===== src/fpe_ram.sv =====
// Generic single-port-write, registered-read RAM (read returns old data on a collision).
module fpe_ram #(
    parameter int WIDTH = 16,
    parameter int DEPTH = 256
) (
    input  logic                     i_clk,
    input  logic                     i_we,
    input  logic [$clog2(DEPTH)-1:0] i_waddr,
    input  logic [WIDTH-1:0]         i_wdata,
    input  logic [$clog2(DEPTH)-1:0] i_raddr,
    output logic [WIDTH-1:0]         o_rdata
);

    logic [WIDTH-1:0] r_mem [DEPTH];
    logic [WIDTH-1:0] r_rdata;

    always_ff @(posedge i_clk) begin
        if (i_we) begin
            r_mem[i_waddr] <= i_wdata;
        end
        r_rdata <= r_mem[i_raddr];
    end

    assign o_rdata = r_rdata;

endmodule


===== config.mk =====
export PLATFORM = sky130hd
export DESIGN_NAME = fpe_ram
export DESIGN_NICKNAME = d
export VERILOG_FILES = /design/src/fpe_ram.sv
export SDC_FILE = /design/constraint.sdc
export NUM_CORES = 2
export LEC_CHECK = 0
export BUFFER_PORTS_ARGS = -buffer_cell sky130_fd_sc_hd__buf_2
export CAP_MARGIN = 15
export CORE_MARGIN = 1
export CORE_UTILIZATION = 55
export DETAILED_ROUTE_END_ITERATION = 8
export GPL_TIMING_DRIVEN = 0
export PLACE_DENSITY = 0.7
export SETUP_SLACK_MARGIN = 0.02
export SKIP_LAST_GASP = 1
export SLEW_MARGIN = 20
export SYNTH_ARGS = -nofsm -noshare
export SYNTH_HDL_FRONTEND = slang
export SYNTH_SLANG_ARGS = --single-unit

===== constraint.sdc =====
create_clock -name i_clk -period 7 [get_ports i_clk]
set_input_delay 1.05 -clock i_clk [delete_from_list [all_inputs] [get_ports i_clk]]
set_output_delay 1.05 -clock i_clk [all_outputs]
set_load 0.01 [all_outputs]

After elaboration in Yosys (flattened, before gate mapping)
Memory sizes are Yosys's and may differ from the RTL's. A register that Yosys moved wholly into a read port is not among the register bits.
Index checks and enable logic that the tools add are counted.
{ "op_classes": {"mux": 2} }
{ "ops": {"columns": ["operator", "n"], "rows": [
  ["two-way mux 1 bit", 2]
]} }
{ "totals": {"ram_bits": 4096, "wordCells": 3, "register_bits": 0, "mem_count": 1} }
{ "mem_list": {"columns": ["memory", "words", "word_bits", "read_ports", "rd_ports_with_merged_regs", "write_ports", "line", "text"], "rows": [
  ["r_mem", 256, 16, 1, 1, 1, "14", "logic [WIDTH-1:0] r_mem [DEPTH];"]
]} }

Depth between registers and ports, before layout
{ "logic_depth": {"depth_word": 2, "mapped_depth": 12} }

Worst setup path after synthesis
No wires, ideal clock.
{ "synth_path": {"path_type": "input -> register", "from": "in i_waddr[3]", "to": "mem r_mem[235][0], enable pin", "setup_ns": 0.388, "arrival_time_ns": 2.827, "required_time_ns": 6.612, "cell_stages": 6, "path_slack_ns": 3.785, "path_buffers": 3, "path_cell_list": "clkbuf_1 -> nor2b_1 -> clkbuf_1 -> nand4_1 -> clkbuf_1 -> nor2_1"} }
{ "synth_lines": {"columns": ["item", "line", "text"], "rows": [
  ["start: declaration", "8", "input logic [$clog2(DEPTH)-1:0] i_waddr,"],
  ["end: declaration", "14", null]
]} }
Straight into the memory's write port.

==> impl_metrics.env <==
export IMPL_rsz0062_at_grt="no"
export IMPL_synth_area_mm2=0.159
export IMPL_grt_pass1_vias=81500
export IMPL_finClkSkew_ns=0.0375
export IMPL_antenna_found_initial=48
export IMPL_power_density_mw_per_mm2=286
export IMPL_sequentialPowerShare=0.521
export IMPL_yosysMostFrequentCell="edfxtp_1"
export IMPL_clkLatencyLatePin_ns=0.98
export IMPL_drc=0
export IMPL_clock_sinks=4112
export IMPL_postCtsSetupBuffers=0
export IMPL_yosys_warnings=0
export IMPL_max_freq_ghz=0.165
export IMPL_die_width_um=539
export IMPL_port_buffers=39
export IMPL_num_vias=85000
export IMPL_power_switching_w=0.0115
export IMPL_drt_pass1_iter_count=9
export IMPL_via_per_inst=6.98
export IMPL_max_vdd_ir_drop_v=0.000218
export IMPL_path_max_fanout=10
export IMPL_ys_async_sr_fraction=0
export IMPL_maxCapViolations=0
export IMPL_syn_area_per_cell_um2=21.6
export IMPL_synth_top_area_frac=0.775
export IMPL_maxSlewHeadroom=0.0882
export IMPL_synth_common_cells="edfxtp_1, mux4_2, mux2i_1, nor2_1, o221ai_1"
export IMPL_setup_viol=0
export IMPL_postRouteAntennaNets=0
export IMPL_final_nets=8097
export IMPL_min_path_cells=1
export IMPL_syn_to_final_growth_pct=14.7
export IMPL_cts_max_level=5
export IMPL_worstSetupStartpointType="input port"
export IMPL_min_period_ns=6.05
export IMPL_pwr_share_clk=0.421
export IMPL_worst_ep_required_time_ns=7.74
export IMPL_r2r_cells=6
export IMPL_critical_path_max_stage_delay_ns=0.97
export IMPL_grt_pass1_wl_mm=665
export IMPL_tightest_slew_ns=1.35
export IMPL_grt_usage=0.337
export IMPL_path_clk_slew_ns=0.06
export IMPL_syn_nets=7394
export IMPL_initial_core_util=0.555
export IMPL_dp_final_hpwl_mm=337
export IMPL_post_cts_resized=0
export IMPL_swShare=0.221
export IMPL_ys_seq_elements=4112
export IMPL_synth_area_leaders="edfxtp_1, mux4_2, mux2i_1"
export IMPL_status="finished clean"
export IMPL_utilization=0.637
export IMPL_numCtsBuffers=402
export IMPL_clockBufferDepth=4
export IMPL_cp_data_arrival_time_ns=6.79
export IMPL_n_fill_cell=18700
export IMPL_root_buffer="clkbuf_16"
export IMPL_crit_slowest_cell="clkbuf_1"
export IMPL_layout_drive_gt1_share=0.273
export IMPL_hold_path_class="in2reg"
export IMPL_grt_max_degree=125
export IMPL_ios=50
export IMPL_wl_per_cell_um=40.4
export IMPL_critical_path_cell_count=9
export IMPL_final_cells=12200
export IMPL_dp_cells=11400
export IMPL_path_delay_family="buffers and inverters"
export IMPL_internal_power_w=0.0406
export IMPL_syn_instance_count=7360
export IMPL_cp_cell_sequence="buf_2 > clkbuf_1 > buf_2 > clkbuf_2 > clkbuf_1 > a21oi_1 > nor3_1 > nor3_1 > nor4_1"
export IMPL_grt_overflow=0
export IMPL_drtIter0Drc=15300
export IMPL_rows=196
export IMPL_gp_congestion=0.992
export IMPL_slew_viol_final=0
export IMPL_yosysSeqAreaShare=0.777
export IMPL_synth_edff_count=4096
export IMPL_cp_end_kind="flip-flop"
export IMPL_critPathKind="in2reg"
export IMPL_finalCritPeriodShare=0.865
export IMPL_path_buf_inv=5
export IMPL_synth_cell_types=52
export IMPL_combPwrFrac=0.058
export IMPL_synth_area_leader_cell="edfxtp_1"
export IMPL_p_leak_nw=57.7
export IMPL_final_hold_violation_count=0
export IMPL_routed_wl_mm=492
export IMPL_dieHeight_um=539
export IMPL_core_area_mm2=0.286
export IMPL_ys_flop_type="edfxtp_1"
export IMPL_holdBufCountCts=0
export IMPL_cts_tree="built"
export IMPL_dieArea_mm2=0.291
## cell type report
cell class,instances,area [um2],share of cell area
plain buffers,452,2770,0.0152
repair buffers,299,4220,0.0232
multi-input cells,2792,33800,0.186
well taps,3762,4710,0.0259
clock inverters,259,2750,0.0151
clock buffers,485,10500,0.0574
inverters,4,15.0,0.0000825
flip-flops and latches,4112,123000,0.677
diodes,18,45.0,0.000247
## registers in the layout, indices dropped and copies added (netlist names)
name	flops
r_mem	4096
o_rdata	16
## per-stage QoR
step | power, W | hold WS (ns) | area, um2 | setup slack [ns] | TNS (ns)
6_report | 0.0521 | 0.493 | 182000 | 0.948 | 0
5_1_grt | 0.0531 | 0.488 | 182000 | 1.37 | 0
4_1_cts | 0.0521 | 0.454 | 182000 | 1.21 | 0
3_5_place_dp | 0.0306 | 1.10 | 169000 | 0.217 | 0
3_3_place_gp | 0.0305 | 1.10 | 164000 | -0.622 | -1.48
2_1_floorplan | 0.0290 | 0.854 | 159000 | 3.79 | 0
## routing by layer
metal	vias up	GRT usage	part of all wire
li1	32800	-	-
met1	44600	0.459	0.36
met2	6576	0.494	0.44
met3	1013	0.119	0.15
met4	18	0.147	0.050
met5	-	0.00148	0.00036
## kinds of logic (layout without fill, tap and decap cells)
logic type	after synthesis	in the layout	synth area share
buf+inv	456	1499	0.0169
other cells	0	18	0
simple gates	556	556	0.0157
mux	1450	1450	0.155
flops	4112	4112	0.777
compound gates	786	786	0.0354
## power groups by stage
stage	logic, W	registers, W	clock network, W
after detailed placement	0.00294	0.0277	0
after global placement	0.00276	0.0278	0
after global routing	0.00306	0.0271	0.0229
final	0.00304	0.0272	0.0219
after CTS	0.00295	0.0272	0.0220
after floorplan	0.00134	0.0277	0
## path summary, 6_finish.rpt
path | startpoint | end | slack [ns]
max | i_raddr[2] | o_rdata[15] | 0.95
min | i_wdata[8] | r_mem[179][8] | 0.49
max reg2reg | r_mem[41][10] | o_rdata[10] | 3.44
min reg2reg | r_mem[218][13] | o_rdata[13] | 1.15
## worst reg2reg max path, cell delays in order (launching register included)
cell      delay, ns
edfxtp_1       0.33
mux2i_1        0.07
o221ai_1       0.38
a21oi_1        0.14
nor3_1         1.06
o32ai_2        0.43
nor4_1         0.94
## cell usage in the layout, fill, tap and decap left out, types with 32 or more instances in the layout
| master | count |
|---|---|
| clkbuf_16 | 406 |
| buf_2 | 105 |
| a22o_1 | 32 |
| nor2_4 | 45 |
| a22oi_1 | 43 |
| mux2_2 | 88 |
| o21ai_0 | 35 |
| clkinv_2 | 71 |
| nand2_1 | 38 |
| nor2_1 | 48 |
| mux2i_1 | 565 |
| clkbuf_2 | 35 |
| edfxtp_1 | 4096 |
| mux4_2 | 797 |
| buf_8 | 89 |
| buf_16 | 42 |
| o22ai_1 | 148 |
| clkinv_1 | 101 |
| clkbuf_1 | 263 |
| bufinv_16 | 51 |
| nor3_1 | 72 |
| o221ai_1 | 252 |
| buf_6 | 226 |
| nor2_2 | 211 |
| a21oi_1 | 175 |
| nand3_1 | 35 |
Note: power is estimated with default switching activity, not from simulation.
