### src/fpe_pkg.sv
// Shared types, constants and codes of the frame-store pixel engine.
package fpe_pkg;

    localparam int FB_WIDTH  = 256;
    localparam int FB_HEIGHT = 256;
    localparam int DEPTH     = FB_WIDTH * FB_HEIGHT;
    localparam int ADDR_W    = $clog2(DEPTH);
    localparam int PIX_W     = 16;
    localparam int COORD_W   = 16;
    localparam int LIM_W     = 9;
    localparam int CFG_IDX_W = 2;
    localparam int CFG_DAT_W = 16;

    typedef enum logic [1:0] {
        FUNC_PLOT  = 2'd0,
        FUNC_CLEAR = 2'd1,
        FUNC_READ  = 2'd2,
        FUNC_NONE  = 2'd3
    } t_func;

    typedef enum logic [CFG_IDX_W-1:0] {
        REG_X_LIMIT  = 2'd0,
        REG_Y_LIMIT  = 2'd1,
        REG_BG_COLOR = 2'd2,
        REG_XOR_MODE = 2'd3
    } t_reg_idx;

    typedef enum logic {
        ST_SWEEP = 1'b0,
        ST_RUN   = 1'b1
    } t_state;

    // Decoded command: bounds results and store address.
    typedef struct packed {
        logic              plot_ok;
        logic              read_in;
        logic [ADDR_W-1:0] addr;
    } t_dec;

endpackage

### src/fpe_decode.sv
// Command decode: plot and read bounds checks and row-major store address.
module fpe_decode (
    input  logic [fpe_pkg::COORD_W-1:0] i_pos_x,
    input  logic [fpe_pkg::COORD_W-1:0] i_pos_y,
    input  logic [fpe_pkg::LIM_W-1:0]   i_x_limit,
    input  logic [fpe_pkg::LIM_W-1:0]   i_y_limit,
    output fpe_pkg::t_dec               o_dec
);

    logic x_store;
    logic y_store;
    logic x_lim;
    logic y_lim;

    // Negative coordinates fail on the sign bit alone.
    assign x_store = !i_pos_x[fpe_pkg::COORD_W-1]
                     && (i_pos_x < fpe_pkg::COORD_W'(fpe_pkg::FB_WIDTH));
    assign y_store = !i_pos_y[fpe_pkg::COORD_W-1]
                     && (i_pos_y < fpe_pkg::COORD_W'(fpe_pkg::FB_HEIGHT));
    assign x_lim   = i_pos_x < fpe_pkg::COORD_W'(i_x_limit);
    assign y_lim   = i_pos_y < fpe_pkg::COORD_W'(i_y_limit);

    always_comb begin
        o_dec.read_in = x_store && y_store;
        o_dec.plot_ok = x_store && y_store && x_lim && y_lim;
        o_dec.addr    = fpe_pkg::ADDR_W'(fpe_pkg::ADDR_W'(i_pos_y)
                                         * fpe_pkg::ADDR_W'(fpe_pkg::FB_WIDTH))
                        + fpe_pkg::ADDR_W'(i_pos_x);
    end

endmodule

### config.mk
export PLATFORM = sky130hd
export DESIGN_NAME = fpe_decode
export DESIGN_NICKNAME = d
export VERILOG_FILES = /design/src/fpe_pkg.sv /design/src/fpe_decode.sv
export SDC_FILE = /design/constraint.sdc
export NUM_CORES = 1
export LEC_CHECK = 0
export BUFFER_PORTS_ARGS = -buffer_cell sky130_fd_sc_hd__clkbuf_2
export CELL_PAD_IN_SITES_DETAIL_PLACEMENT = 0
export CELL_PAD_IN_SITES_GLOBAL_PLACEMENT = 1
export CORE_ASPECT_RATIO = 0.75
export CORE_MARGIN = 8
export CORE_UTILIZATION = 29
export DETAILED_ROUTE_END_ITERATION = 8
export PLACE_DENSITY = 0.93
export SKIP_LAST_GASP = 1
export SLEW_MARGIN = 20
export SYNTH_ARGS = -nofsm -noshare
export SYNTH_HDL_FRONTEND = slang
export SYNTH_SLANG_ARGS = --single-unit
### constraint.sdc
create_clock -name vclk -period 5.52
set_input_delay 1.656 -clock vclk [all_inputs]
set_output_delay 1.656 -clock vclk [all_outputs]
set_load 0.02 [all_outputs]
-- Word-level counts from Yosys, hierarchy flattened
Index checks and enable logic that the tools add are counted.
- add/subtract/negate cells: 1
- multiply operators: 0
- div/mod/pow operators: 0
- magnitude comparators: 4
- eq/ne operators: 0
- shift-type cells: 0
- mux-type cells: 0
- bitwise logic cells: 0
- reduce and logical (&&, ||, !) cells: 7
- operators by type and width (kind ; number):
    < comparator 16 x 9 -> 1 bit ; 2
    < comparator 16 x 9 -> 1 bit (second input constant) ; 2
    adder 16 bit ; 1
    logical AND 1 bit ; 5
    zero test 1 bit ; 2
- register bits after elaboration: 0
- latch bits: 0
- RAM bits: 0
- bits in read-only memories: 0
- input port bits: 50
- logic and storage cells: 12
- memories: 0

-- Longest topological paths before layout
- word-level depth: 5
- mapped depth: 8
- mapped depth without buffers: 8

-- Worst setup path before layout
Ideal clock, no wire load.
- path type: input-to-output
- start point: in i_y_limit[6] (netlist bit)
- end point: out o_dec[17] (netlist bit)
- arrival: 3.175 ns
- data required time: 3.864 ns
- slack: 0.689 ns
- cell stages on the path: 6
- buffers on the path: 0
- path through: inv_1 -> ha_1 -> and4_1 -> a2111oi_1 -> a21oi_1 -> a211oi_1
- RTL lines (item ; RTL line ; source):
    start, declared ; fpe_decode.sv:6 ; input logic [fpe_pkg::LIM_W-1:0] i_y_limit,
    end, declared ; fpe_decode.sv:7 ; output fpe_pkg::t_dec o_dec

==> flow_summary_export.csv <==
group,metric,value,unit
floorplan,die_area,4846,µm²
job,max_cap_violations,0,
timing,setup_viol,0,
setup_path,crit_top_cell,"clkbuf_2",
floorplan,start_util,31.16,%
detailed_routing,drtIter0Drc,13,
global_routing,grt_pass1_vias,936,
timing,drv_slew,0,
power,p_leak,0.7055,nW
worst_hold_path,holdCritPathClass,"in -> out",
setup_path,path_max_fanout,3,
power,peakVddDrop,44.74,µV
timing,post-route-period-util,89.48,%
timing,maxSlewHeadroom,76.88,%
floorplan,ios,68,
timing,tightest_slew,345.9,ps
setup_path,required,3860,ps
logic_synthesis,yosys.area.top_type,"ha_1",
finish,finalNetCount,247,
logic_synthesis,synth.area.top_cells,"ha_1 (35%), inv_1 (9.5%), buf_4 (7.2%), nor4_1 (3.8%), xnor2_1 (3.2%)",
finish,post-route-util,43.37,%
floorplan,dieHeight,62.32,µm
finish,design_area,1155,µm²
global_routing,overflow,0,
logic_synthesis,netlist_instances,111,
logic_synthesis,ys_warn_count,0,
clock_network,ctsResizeCount,0,
setup_path,critPathLaunchType,"primary input",
finish,seq_cell_count,0,
timing,timing.fmax,0.2024,GHz
clock_network,hold_buffers,0,
setup_path,cp_slowest_cell,"or4b_1",
detailed_routing,vias,907,
detailed_routing,avgRoutedWirePerCell,12.76,µm
place,portBuffers,68,
finish,seq_area,0,µm²
finish,area_growth_syn_to_layout,39.22,%
floorplan,rows,16,
logic_synthesis,synth-seq-area-share,0,%
setup_path,worstPathCellList,"clkbuf_2 > ha_1 > inv_1 > fa_1 > nor2b_4 > o21ai_2 > a21boi_2 > or4b_1 > nand4_1 > clkbuf_2",
power,power_density,95.57,nW/µm²
timing,fin_setup_tns,0,ps
place,dpl_cell_area,1155,µm²
setup_path,slowest_delay,460,ps
timing,report.final.hold_viol_count,0,
finish,drive_above_1_share,41.52,%
clock_network,cts_setup_buffers,0,
finish,clkbuf_count,0,
floorplan,coreArea,2663,µm²
global_routing,antenna_found_initial,0,
global_routing,grt_pass1_wl,4347,µm
outcome,status,"finished, final reports clean",
logic_synthesis,synth_area_per_cell,7.473,µm²
detailed_routing,routed_wl,2642,µm
detailed_routing,drt_pass1_iterations,4,
setup_path,cp-end-kind,"primary output",
floorplan,die_w,77.76,µm
place,hpwlAfterDp,2563,µm
finish,antenna_cells,0,
logic_synthesis,synth_nets,185,
setup_path,critical_path_class,"in -> out",
logic_synthesis,ys_types,29,
detailed_routing,ant_nets,0,
global_routing,grtUsageTotal,10.40,%
timing,layout_min_cycle_time,4940,ps
logic_synthesis,synth_top_area_share,34.69,%
logic_synthesis,syn_area,829.5,µm²
setup_path,cp.arrival,3280,ps
global_routing,grt_max_degree,7,
timing,hold_ws,3540,ps
timing,rsz0062_at_grt,"false",
detailed_routing,routed_via_density,4.382,
place,routabilityCongestion,0.8533,
detailed_routing,drc_errors,0,
## cell families after synthesis
logic type / synth area share, %
simple gates: 24.74
fa+ha+maj: 37.10
xor+xnor: 5.280
buf+inv: 16.74
compound gates: 16.14
## cells in the final DEF, fill, tap and decap left out
master / count
a2111oi_1: 1
a211o_1: 1
a211oi_1: 2
a21boi_2: 1
a21o_1: 3
a21oi_1: 5
a31oi_1: 1
and4_1: 2
clkbuf_2: 68
fa_1: 1
ha_1: 23
inv_1: 21
nand2_1: 6
nand2b_1: 4
nand3_1: 2
nand3b_1: 1
nand4_1: 3
nand4b_1: 1
nor2_1: 6
nor2b_4: 1
nor4_1: 5
nor4b_1: 2
o21ai_0: 2
o21ai_2: 1
o31ai_1: 1
o41ai_1: 1
or4b_1: 1
xnor2_1: 3
xor2_1: 2
## final cells by class
| cell class | instances | area [µm²] |
|---|---|---|
| Fill cell | 290 | 1508 |
| Inverter | 21 | 78.83 |
| Multi-Input combinational cell | 82 | 690.7 |
| Tap cell | 36 | 45.04 |
| Timing Repair Buffer | 68 | 340.3 |
## through the flow
step           cells  power [mW]  setup slack (ps)
2_1_floorplan    111     0.07067             689.1
3_3_place_gp     207      0.1109             590.5
3_5_place_dp     207      0.1115             574.1
4_1_cts          207      0.1119             566.3
5_1_grt          207      0.1240             450.2
6_report         207      0.1104             580.5
## cell usage after synthesis
| library cell | number |
|---|---|
| ha_1 | 23 |
| inv_1 | 21 |
| buf_4 | 8 |
| nand2_1 | 6 |
| nor2_1 | 6 |
| a21oi_1 | 5 |
| nor4_1 | 5 |
| nand2b_1 | 4 |
| a21o_1 | 3 |
| nand4_1 | 3 |
| xnor2_1 | 3 |
| a211oi_1 | 2 |
| and4_1 | 2 |
| nand3_1 | 2 |
| nor4b_1 | 2 |
| o21ai_0 | 2 |
| xor2_1 | 2 |
| a2111oi_1 | 1 |
| a211o_1 | 1 |
| a21boi_2 | 1 |
| a31oi_1 | 1 |
| fa_1 | 1 |
| nand3b_1 | 1 |
| nand4b_1 | 1 |
| nor2b_4 | 1 |
| o21ai_2 | 1 |
| o31ai_1 | 1 |
| o41ai_1 | 1 |
| or4b_1 | 1 |
## critical path, delay by kind of cell
family	cells	cell delay, ps
and+or+nand+nor	3	590
adders and majority gates	2	450
buffers and inverters	3	350
AOI/OAI and AO/OA	2	240
## final timing paths
path        from        end  slack, ps  depth (start not counted)
min   i_pos_x[0]   o_dec[0]       3540                          2
max   i_pos_x[8]  o_dec[14]        580                         10
## report_power, final
part	switching, mW	leakage (nW)	total, mW	internal (mW)
logic	0.0619	0.705	0.110	0.0485
clock network	0	0	0	0
registers	0	0	0	0
total	0.0619	0.705	0.110	0.0485
## metal layers
| layer | vias to the layer above | global-route usage (%) | part of all wire [%] |
|---|---|---|---|
| li1 | 511 | - | - |
| met1 | 377 | 13.91 | 49 |
| met2 | 19 | 17.59 | 46 |
| met3 | 0 | 2.011 | 5.0 |
| met4 | 0 | 0 | 0 |
| met5 | - | 0 | 0 |
(Power assumes the default switching activity.)
